--- src/rtl/core/breakpoint_match_table_defines.svh ---
// assertion macros for the breakpoint match table
`ifndef BREAKPOINT_MATCH_TABLE_DEFINES_SVH
`define BREAKPOINT_MATCH_TABLE_DEFINES_SVH

// same-cycle implication, checked on every rising clock edge outside reset
`define BMT_ASSERT_NOW(label, clk, rst, cond, expr, msg) \
   label: assert property (@(posedge clk) disable iff (rst) (cond) |-> (expr)) \
      else $error(msg);

// next-cycle implication, checked on every rising clock edge outside reset
`define BMT_ASSERT_NEXT(label, clk, rst, cond, expr, msg) \
   label: assert property (@(posedge clk) disable iff (rst) (cond) |=> (expr)) \
      else $error(msg);

`endif

--- src/rtl/core/bmt_pkg.sv ---
// shared types and codes for the breakpoint match table
`default_nettype none

package bmt_pkg;

   localparam int OP_BITS   = 3;
   localparam int KIND_BITS = 2;

   // operation codes
   localparam logic [OP_BITS-1:0] OP_SET    = 3'd0;
   localparam logic [OP_BITS-1:0] OP_REMOVE = 3'd1;
   localparam logic [OP_BITS-1:0] OP_CLEAR  = 3'd2;
   localparam logic [OP_BITS-1:0] OP_CHECK  = 3'd3;
   localparam logic [OP_BITS-1:0] OP_ARM    = 3'd4;

   // slot kinds
   localparam logic [KIND_BITS-1:0] KIND_EMPTY = 2'd0;
   localparam logic [KIND_BITS-1:0] KIND_WRITE = 2'd1;
   localparam logic [KIND_BITS-1:0] KIND_FETCH = 2'd2;

   // commands to the slot array, already qualified by the pipeline advance
   typedef struct packed {
      logic                 set_en;
      logic                 remove_en;
      logic                 clear_en;
      logic                 check_en;
      logic [KIND_BITS-1:0] kind;
   } slot_ctrl_type;

   // answers from the slot array for the current request
   typedef struct packed {
      logic hit;
      logic full;
   } slot_status_type;

endpackage

`default_nettype wire

--- src/rtl/core/breakpoint_match_table.sv ---
// top level of the breakpoint match table
//
// usage
//   requests enter on req_valid/req_ready carrying req_operation (set, remove,
//   clear all, check, arm ignore-once), req_address and req_kind (write or
//   fetch); every request yields exactly one response on rsp_valid/rsp_ready
//   with rsp_hit (check only) and rsp_full_res (set only)
//   a request accepted at one edge is registered in the input register,
//   compared against all slots in parallel as it advances and its response
//   is registered in the response register; throughput is one request per
//   cycle while responses are taken: the slot array is read, compared and
//   updated in the same cycle, so back-to-back requests see each other
//   synchronous reset empties every slot, disarms the skip and drops any
//   request or response in flight; slot and skip addresses are not cleared
//   if the receiver stalls, the response register holds and the input
//   register keeps one request waiting behind it; req_ready falls only
//   when both are occupied
`default_nettype none

`include "breakpoint_match_table_defines.svh"

module breakpoint_match_table #(
   parameter int SLOTS     = 32,
   parameter int ADDR_BITS = 24
) (
   input  wire logic                              clock,
   input  wire logic                              reset,
   input  wire logic                              req_valid,
   output logic                                   req_ready,
   input  wire logic [bmt_pkg::OP_BITS-1:0]       req_operation,
   input  wire logic [ADDR_BITS-1:0]              req_address,
   input  wire logic [bmt_pkg::KIND_BITS-1:0]     req_kind,
   output logic                                   rsp_valid,
   input  wire logic                              rsp_ready,
   output logic                                   rsp_hit,
   output logic                                   rsp_full_res
);

   // input register
   logic                              in_valid_ff;
   logic [bmt_pkg::OP_BITS-1:0]       op_ff;
   logic [ADDR_BITS-1:0]              addr_ff;
   logic [bmt_pkg::KIND_BITS-1:0]     kind_ff;

   // one-shot skip
   logic                 skip_armed_ff;
   logic                 skip_armed_in;
   logic [ADDR_BITS-1:0] skip_address_ff;

   // response register
   logic rsp_valid_ff;
   logic rsp_hit_ff;
   logic rsp_full_ff;

   logic advance;
   logic kind_ok;
   logic skip_match;
   logic is_check;
   logic is_arm;

   bmt_pkg::slot_ctrl_type   slot_ctrl;
   bmt_pkg::slot_status_type slot_status;

   // the registered request moves on when the response slot is free or draining
   assign advance   = in_valid_ff && (!rsp_valid_ff || rsp_ready);
   assign req_ready = !in_valid_ff || advance;

   always_ff @(posedge clock) begin
      if (reset) begin
         in_valid_ff <= 1'b0;
      end else if (req_ready) begin
         in_valid_ff <= req_valid;
      end
   end

   always_ff @(posedge clock) begin
      if (req_valid && req_ready) begin
         op_ff   <= req_operation;
         addr_ff <= req_address;
         kind_ff <= req_kind;
      end
   end

   // decode
   assign kind_ok    = kind_ff inside {bmt_pkg::KIND_WRITE, bmt_pkg::KIND_FETCH};
   assign skip_match = skip_armed_ff && (skip_address_ff == addr_ff);
   assign is_check   = (op_ff == bmt_pkg::OP_CHECK);
   assign is_arm     = (op_ff == bmt_pkg::OP_ARM);

   // a matching armed skip masks the check for every kind
   always_comb begin
      slot_ctrl.set_en    = advance && (op_ff == bmt_pkg::OP_SET) && kind_ok;
      slot_ctrl.remove_en = advance && (op_ff == bmt_pkg::OP_REMOVE);
      slot_ctrl.clear_en  = advance && (op_ff == bmt_pkg::OP_CLEAR);
      slot_ctrl.check_en  = advance && is_check && kind_ok && !skip_match;
      slot_ctrl.kind      = kind_ff;
   end

   bmt_slots #(
      .SLOTS     (SLOTS),
      .ADDR_BITS (ADDR_BITS)
   ) u_slots (
      .clock   (clock),
      .reset   (reset),
      .ctrl    (slot_ctrl),
      .address (addr_ff),
      .status  (slot_status)
   );

   // skip is consumed by a matching check, replaced by a new arm
   always_comb begin
      skip_armed_in = skip_armed_ff;
      if (advance && is_arm) begin
         skip_armed_in = 1'b1;
      end else if (advance && is_check && skip_match) begin
         skip_armed_in = 1'b0;
      end
   end

   always_ff @(posedge clock) begin
      if (reset) begin
         skip_armed_ff <= 1'b0;
      end else begin
         skip_armed_ff <= skip_armed_in;
      end
   end

   always_ff @(posedge clock) begin
      if (advance && is_arm) begin
         skip_address_ff <= addr_ff;
      end
   end

   // response register
   always_ff @(posedge clock) begin
      if (reset) begin
         rsp_valid_ff <= 1'b0;
      end else if (advance) begin
         rsp_valid_ff <= 1'b1;
      end else if (rsp_ready) begin
         rsp_valid_ff <= 1'b0;
      end
   end

   always_ff @(posedge clock) begin
      if (advance) begin
         rsp_hit_ff  <= slot_status.hit;
         rsp_full_ff <= slot_status.full;
      end
   end

   assign rsp_valid    = rsp_valid_ff;
   assign rsp_hit      = rsp_hit_ff;
   assign rsp_full_res = rsp_full_ff;

   // checks

   // a response can never flag both a hit and a full table
   `BMT_ASSERT_NOW(a_hit_full_exclusive, clock, reset, rsp_valid_ff,
      !(rsp_hit_ff && rsp_full_ff), "response flags both hit and full")

   // an accepted request always lands in the input register
   `BMT_ASSERT_NEXT(a_req_captured, clock, reset, req_valid && req_ready,
      in_valid_ff, "accepted request lost")

   // a check that matches the armed skip uses it up
   `BMT_ASSERT_NEXT(a_skip_consumed, clock, reset, advance && is_check && skip_match,
      !skip_armed_ff, "skip not consumed by matching check")

   // arming leaves the skip armed with the new address
   `BMT_ASSERT_NEXT(a_skip_armed, clock, reset, advance && is_arm,
      skip_armed_ff && (skip_address_ff == $past(addr_ff)), "skip not armed")

endmodule

`default_nettype wire

--- src/rtl/core/bmt_slots.sv ---
// breakpoint slot array with parallel address comparators
`default_nettype none

module bmt_slots #(
   parameter int SLOTS     = 32,
   parameter int ADDR_BITS = 24
) (
   input  wire logic                    clock,
   input  wire logic                    reset,
   input  wire bmt_pkg::slot_ctrl_type  ctrl,
   input  wire logic [ADDR_BITS-1:0]    address,
   output bmt_pkg::slot_status_type     status
);

   logic [bmt_pkg::KIND_BITS-1:0] kind_ff [SLOTS];
   logic [bmt_pkg::KIND_BITS-1:0] kind_in [SLOTS];
   logic [ADDR_BITS-1:0]          addr_ff [SLOTS];

   logic [SLOTS-1:0] empty;
   logic [SLOTS-1:0] addr_eq;
   logic [SLOTS-1:0] kind_hit;
   logic [SLOTS-1:0] first_empty;

   always_comb begin
      for (int i = 0; i < SLOTS; i++) begin
         empty[i]    = (kind_ff[i] == bmt_pkg::KIND_EMPTY);
         addr_eq[i]  = (addr_ff[i] == address);
         kind_hit[i] = (kind_ff[i] == ctrl.kind) && addr_eq[i];
      end
   end

   // isolate the lowest set bit of the empty mask
   assign first_empty = empty & (~empty + SLOTS'(1));

   assign status.hit  = ctrl.check_en & (|kind_hit);
   assign status.full = ctrl.set_en & ~(|empty);

   always_comb begin
      for (int i = 0; i < SLOTS; i++) begin
         kind_in[i] = kind_ff[i];
         if (ctrl.clear_en || (ctrl.remove_en && addr_eq[i])) begin
            kind_in[i] = bmt_pkg::KIND_EMPTY;
         end else if (ctrl.set_en && first_empty[i]) begin
            kind_in[i] = ctrl.kind;
         end
      end
   end

   always_ff @(posedge clock) begin
      for (int i = 0; i < SLOTS; i++) begin
         if (reset) begin
            kind_ff[i] <= bmt_pkg::KIND_EMPTY;
         end else begin
            kind_ff[i] <= kind_in[i];
         end
      end
   end

   // addresses carry no reset, only written by a set
   always_ff @(posedge clock) begin
      for (int i = 0; i < SLOTS; i++) begin
         if (ctrl.set_en && first_empty[i] && !ctrl.clear_en) begin
            addr_ff[i] <= address;
         end
      end
   end

endmodule

`default_nettype wire

--- config.mk ---
export PLATFORM = sky130hd
export DESIGN_NAME = breakpoint_match_table
export DESIGN_NICKNAME = d
export VERILOG_FILES = /design/src/rtl/core/bmt_pkg.sv /design/src/rtl/core/breakpoint_match_table.sv /design/src/rtl/core/bmt_slots.sv
export VERILOG_INCLUDE_DIRS = /design/src /design/src/rtl/core
export SDC_FILE = /design/constraint.sdc
export NUM_CORES = 1
export LEC_CHECK = 0
export ABC_AREA = 1
export ABC_CLOCK_PERIOD_IN_PS = 10220
export BUFFER_PORTS_ARGS = -buffer_cell sky130_fd_sc_hd__buf_2
export CORE_MARGIN = 2
export CORE_UTILIZATION = 55
export CTS_CLUSTER_DIAMETER = 40
export CTS_CLUSTER_SIZE = 20
export DETAILED_ROUTE_END_ITERATION = 10
export PLACE_DENSITY = 0.77
export SLEW_MARGIN = 10
export SYNTH_ARGS = -nofsm -noshare
export SYNTH_HDL_FRONTEND = slang
export SYNTH_SLANG_ARGS = --single-unit
--- constraint.sdc ---
create_clock -name clock -period 10.22 [get_ports clock]
set_input_delay 1.533 -clock clock [delete_from_list [all_inputs] [get_ports clock]]
set_output_delay 1.533 -clock clock [all_outputs]
set_load 0.01 [all_outputs]
* After elaboration in Yosys (flattened, before gate mapping)
Memories as Yosys holds them, arrays and structs flattened.
Cells that the tools add are included.
** Word-level totals
- Flip-flop bits (word level) :: 58
- Logic and storage cells :: 627
- RAM bits :: 832
- Input port bits :: 33
- Memories kept :: 2
- Output and inout port bits :: 4
** Memories
- u_slots.addr_ff :: words 32, bits a word 24, rd ports 32, clocked after Yosys merged registers in 0, wr ports 1, line bmt_slots.sv:17 : logic [ADDR_BITS-1:0] addr_ff [SLOTS];
- u_slots.kind_ff :: words 32, bits a word 2, rd ports 32, clocked after Yosys merged registers in 0, wr ports 32, line bmt_slots.sv:15 : logic [bmt_pkg::KIND_BITS-1:0] kind_ff [SLOTS];
** Cells by class
- Bitwise gates (word level) :: 37
- Muxes and demuxes :: 260
- Add/subtract/negate cells :: 1
- Equality and inequality tests :: 71
- Reduce and logical (&&, ||, !) cells :: 247
** Operators by type and width (count)
- == test 24 bit :: 33
- two-way mux 24 bit :: 31
- OR reduction 24 bit :: 31
- two-way mux 2 bit :: 96
- two-way mux 5 bit :: 31
- logical AND 1 bit :: 140
- two-way mux 1 bit :: 102
- == test 2 bit :: 32
- zero test 2 bit :: 32
- OR reduction 32 bit :: 2
- logical OR 1 bit :: 34
- adder 32 x 1 -> 32 bit, second input constant :: 1
- bitwise AND 32 bit :: 1
- inverter 32 bit :: 1
- OR 1 bit :: 32
- == test 3 x 2 -> 1 bit, second input constant :: 2
- nonzero test 2 bit :: 3
- zero test 1 bit :: 4
- == test 3 x 1 -> 1 bit, second input constant :: 1
- == test 3 bit, second input constant :: 1
- zero test 3 bit :: 1
- bitwise AND 1 bit :: 2
- == test 2 x 1 -> 1 bit, second input constant :: 1
- == test 2 bit, second input constant :: 1
- inverter 1 bit :: 1

* Depth between registers and ports, before layout
- Depth in word-level cells :: 41
- Mapped depth :: 14
- Mapped depth without buffers :: 14

* Modules after synthesis
From an unflattened synthesis, not the netlist that was laid out.
** Unflattened totals
- Cell total of the unflattened synthesis :: 3253
- Area total of the unflattened synthesis :: 39937.1 µm²
** Modules (own cells, without submodules)
- bmt_slots :: times used 1, seq. area each 24343.3 µm², area each 37632.3 µm², cells each 3063
- breakpoint_match_table :: times used 1, seq. area each 1711.6 µm², area each 2304.7 µm², cells each 190

* Least setup slack after synthesis
OpenSTA, ideal clock, no wires.
- Path type :: input -> register
- Start point :: input port rsp_ready
- End point :: memory u_slots.addr_ff[20][4] (netlist: u_slots.addr_ff[1][100]) (enable)
- Required time :: 9.754 ns
- Setup slack :: 5.177 ns
- Library setup time :: 0.466 ns
- Path buffers :: 0
- Stages on the path :: 8
- Arrival :: 4.577 ns
- Cells stage by stage :: inv_1 nand2_1 nand2_2 nor4_4 nand2_2 clkinv_2 nand2_2 nor4_1
** On the way
- Word-level cells in the longest chain between the ends :: 40
- Elaborated cells on any way between the ends :: 227
- Those cells by class :: 126 x mux; 101 x reduce/logical
** RTL lines
- start: declaration :: line breakpoint_match_table.sv:34 : input wire logic rsp_ready,
- logical OR 1 bit * :: line breakpoint_match_table.sv:65 : assign advance = in_valid_ff && (!rsp_valid_ff || rsp_ready);
- logical AND 1 bit * :: line breakpoint_match_table.sv:65
- logical AND 1 bit (2 in series) :: line breakpoint_match_table.sv:92 : slot_ctrl.set_en = advance && (op_ff == bmt_pkg::OP_SET) && kind_ok;
- logical AND 1 bit (2 in series) :: line bmt_slots.sv:62 : if (ctrl.set_en && first_empty[i] && !ctrl.clear_en) begin
- two-way mux 1 bit :: line bmt_slots.sv:62
- two-way mux 1 bit (not written as such) :: line bmt_slots.sv:63 : addr_ff[i] <= address;
- OR reduction 24 bit (no line)
- two-way mux 5 bit (no line) / two-way mux 1 bit (equally long branches) (31 in series)
- end: declaration :: line bmt_slots.sv:17
Mark *: on every way between the ends. The rest lies on a longest branch, timed or not.

* Worst setup path in the final report
- Start point :: input port rsp_ready
- End point :: memory u_slots.addr_ff[11][20] (netlist: u_slots.addr_ff[0][284]) (enable)
The elaborated chain is that of the path after synthesis.

==> reports/results.ini <==
[run_status]
outcome = finished clean

[timing]
slew_headroom_pct = 20.73
slew_violations = 0
min_period_ps = 4241
finalSetupTns_ps = 0
fin_crit_sh_pct = 41.50
rsz0062_at_grt = no
tightest_slew_ps = 1188
max_freq_mhz = 235.8
final-setup-viol-count = 0
worst_slack_ps = 5979
final_hold_viol_count = 0
finClkSkew_ps = 40.37

[clocking]
ctsHoldBuffers = 0
tritoncts = yes
cts_buffers = 111
clk-insertion-delay-late_ps = 670
cts.repair.resized = 0
cts_root_buf = clkbuf_16
h-tree-depth = 3
ctsLongestPathBuffers = 3
postCtsSetupBuffers = 0
cts.clk_slew.worst_paths_ps = 50
clkSinkCount = 890

[power]
p_clk_share_pct = 48.0
intPower_w = 0.006555
switching_share_pct = 23.05
combPwrFrac_pct = 5.2
p_seq_share_pct = 46.9
p_sw_w = 0.001964
p_leak_nw = 14.51
power_density_nw_per_um2 = 190.7
ir_drop_v = 0.0001581

[layout]
layout-drive-gt1-share_pct = 11.45
multiInputGateArea_um2 = 12270
final_cell_mix = edfxtp_1, xnor2_1, nand2_1
finalNetCount = 3236
num_antenna_cells = 0
fill_cells = 4869
layout_commonest_cell = edfxtp_1
register_area_um2 = 26060
area_growth_pct = 13.85

[yosys]
synthFlopType = edfxtp_1
synth_cell_types = 38
ys_async_sr_fraction_pct = 0
syn_area_um2 = 39230
ys.warnings.count = 0
synth_edf_count = 823
synth-seq-area-share_pct = 66.42
ys_ff_latch = 890
postSynthAreaPerCell_um2 = 12.65
syn_inst = 3101
syn_nets = 3134

[floorplan]
dieArea_um2 = 73480
initial_core_util_pct = 55.83
die_w_um = 271.1
core_region_area_um2 = 70270
io-pin-count = 37
num_rows = 97
die_y_um = 271.1

[setup_path]
startpoint_type = input port
crit_path_end_kind = flip-flop
crit_type = in2reg
worstPathRequired_ps = 10470
cp_max_fo = 26
arrival_ps = 4490

[grt]
overflow = 0
grtUsageTotal_pct = 24.20
grt_max_degree = 49
antenna_found_initial = 0
grt_pass1_wl_um = 136200
grt_pass1_vias = 23682

[routing]
finalWirelength_um = 89000
drc = 0
ant_nets = 0
routed_via_density = 5.554
num_vias = 23553
drt_first_pass_iters = 6
drt_iter0_drc = 2426
wl_per_cell_um = 20.99

[place]
dp.final_hpwl_um = 48490
portBuffers = 36
gp_congestion = 0.8451
pre_cts_slack_ps = 5396

[flow_run]
drv_cap = 0

[worst_hold_path]
hold_path.class = reg2reg

## stage by stage
stage / hold slack, ps / total power (W) / util [%] / cells / area, um^2
global route: 500.2 / 0.008744 / 63.56 / 4241 / 44660
finish: 472.7 / 0.008519 / 63.56 / 4241 / 44660
global placement: 453.8 / 0.004487 / 57.84 / 4030 / 40640
detailed placement: 461.1 / 0.004505 / 57.84 / 4030 / 40640
floorplan: 429.5 / 0.004369 / - / 3101 / 39230
CTS: 468.0 / 0.008556 / 63.54 / 4241 / 44650
## cell type report
class	count	share of cell area, %
sequential	890	58.34
multi-input combinational	1976	27.47
clock buffer	125	6.547
tap	940	2.633
clock inverter	86	2.429
timing repair buffer	107	1.597
inverter	117	0.9861
## per-layer routing
layer,share of wire (%),GRT usage [%],wire length (um),up-vias
li1,-,-,-,10677
met1,41,32.46,36740,11719
met2,49,40.36,43410,940
met3,6.8,3.550,6036,217
met4,3.2,8.694,2810,0
met5,0,0,0,-
## sequential cells by signal, indices dropped and copies added, names as in the netlist
register / cells
in_valid_ff: 1
u_slots.addr_ff: 768
rsp_valid: 1
rsp_full_res: 1
skip_armed_ff: 1
op_ff: 3
rsp_hit: 1
kind_ff: 2
addr_ff: 24
skip_address_ff: 24
u_slots.kind_ff: 64
## critical path, cell delays in order
cell and delay, ps:
buf_2 80, inv_1 40, nand2_1 80, nand2_2 160, nor4_4 180, nand2_2 540
clkinv_2 450, nand2_4 190, inv_2 100, nand2_2 140, nor3b_4 960
## path summary, 6_finish.rpt
| path | from | endpoint | slack [ps] | depth (start not counted) |
|---|---|---|---|---|
| max | rsp_ready | u_slots.addr_ff[0][284] | 5980 | 11 |
| max reg2reg | kind_ff[0] | u_slots.addr_ff[0][284] | 6370 | 8 |
| min | skip_armed_ff | skip_armed_ff | 470 | 2 |
| min reg2reg | skip_armed_ff | skip_armed_ff | 470 | 2 |
## power by group through the flow
stage | Sequential (W) | Combinational, W | Clock, W
final | 0.00399 | 0.000441 | 0.00409
after global placement | 0.00407 | 0.000418 | 0
after floorplan | 0.00409 | 0.000276 | 0
after global routing | 0.00399 | 0.000475 | 0.00428
after CTS | 0.00399 | 0.000441 | 0.00412
after detailed placement | 0.00407 | 0.000436 | 0
## cells by family (layout without fill, tap and decap cells)
kind of cell	Yosys count	after routing	synth area share, %
and+or+nand+nor	1077	1077	11.91
AOI/OAI and AO/OA	115	115	1.537
buffers and inverters	235	435	2.634
xor gates and xnor gates	784	784	17.50
DFF	890	890	66.42
## cells in the mapped netlist, drive strengths merged (12+ instances only)
cell | number | area [um^2]
or2 | 15 | 93.84
inv | 115 | 431.7
nand2 | 547 | 2073
a21oi | 74 | 370.4
nand4 | 73 | 462.9
nor4 | 18 | 195.2
edfxtp | 823 | 24710
buf | 106 | 548.0
clkbuf | 12 | 45.04
o21ai | 28 | 140.1
nand3 | 82 | 435.4
xnor2 | 755 | 6613
nor3 | 21 | 141.4
dfxtp | 67 | 1341
xor2 | 29 | 254.0
nor2 | 316 | 1206
No activity file was read; power rests on OpenSTA's default activity.
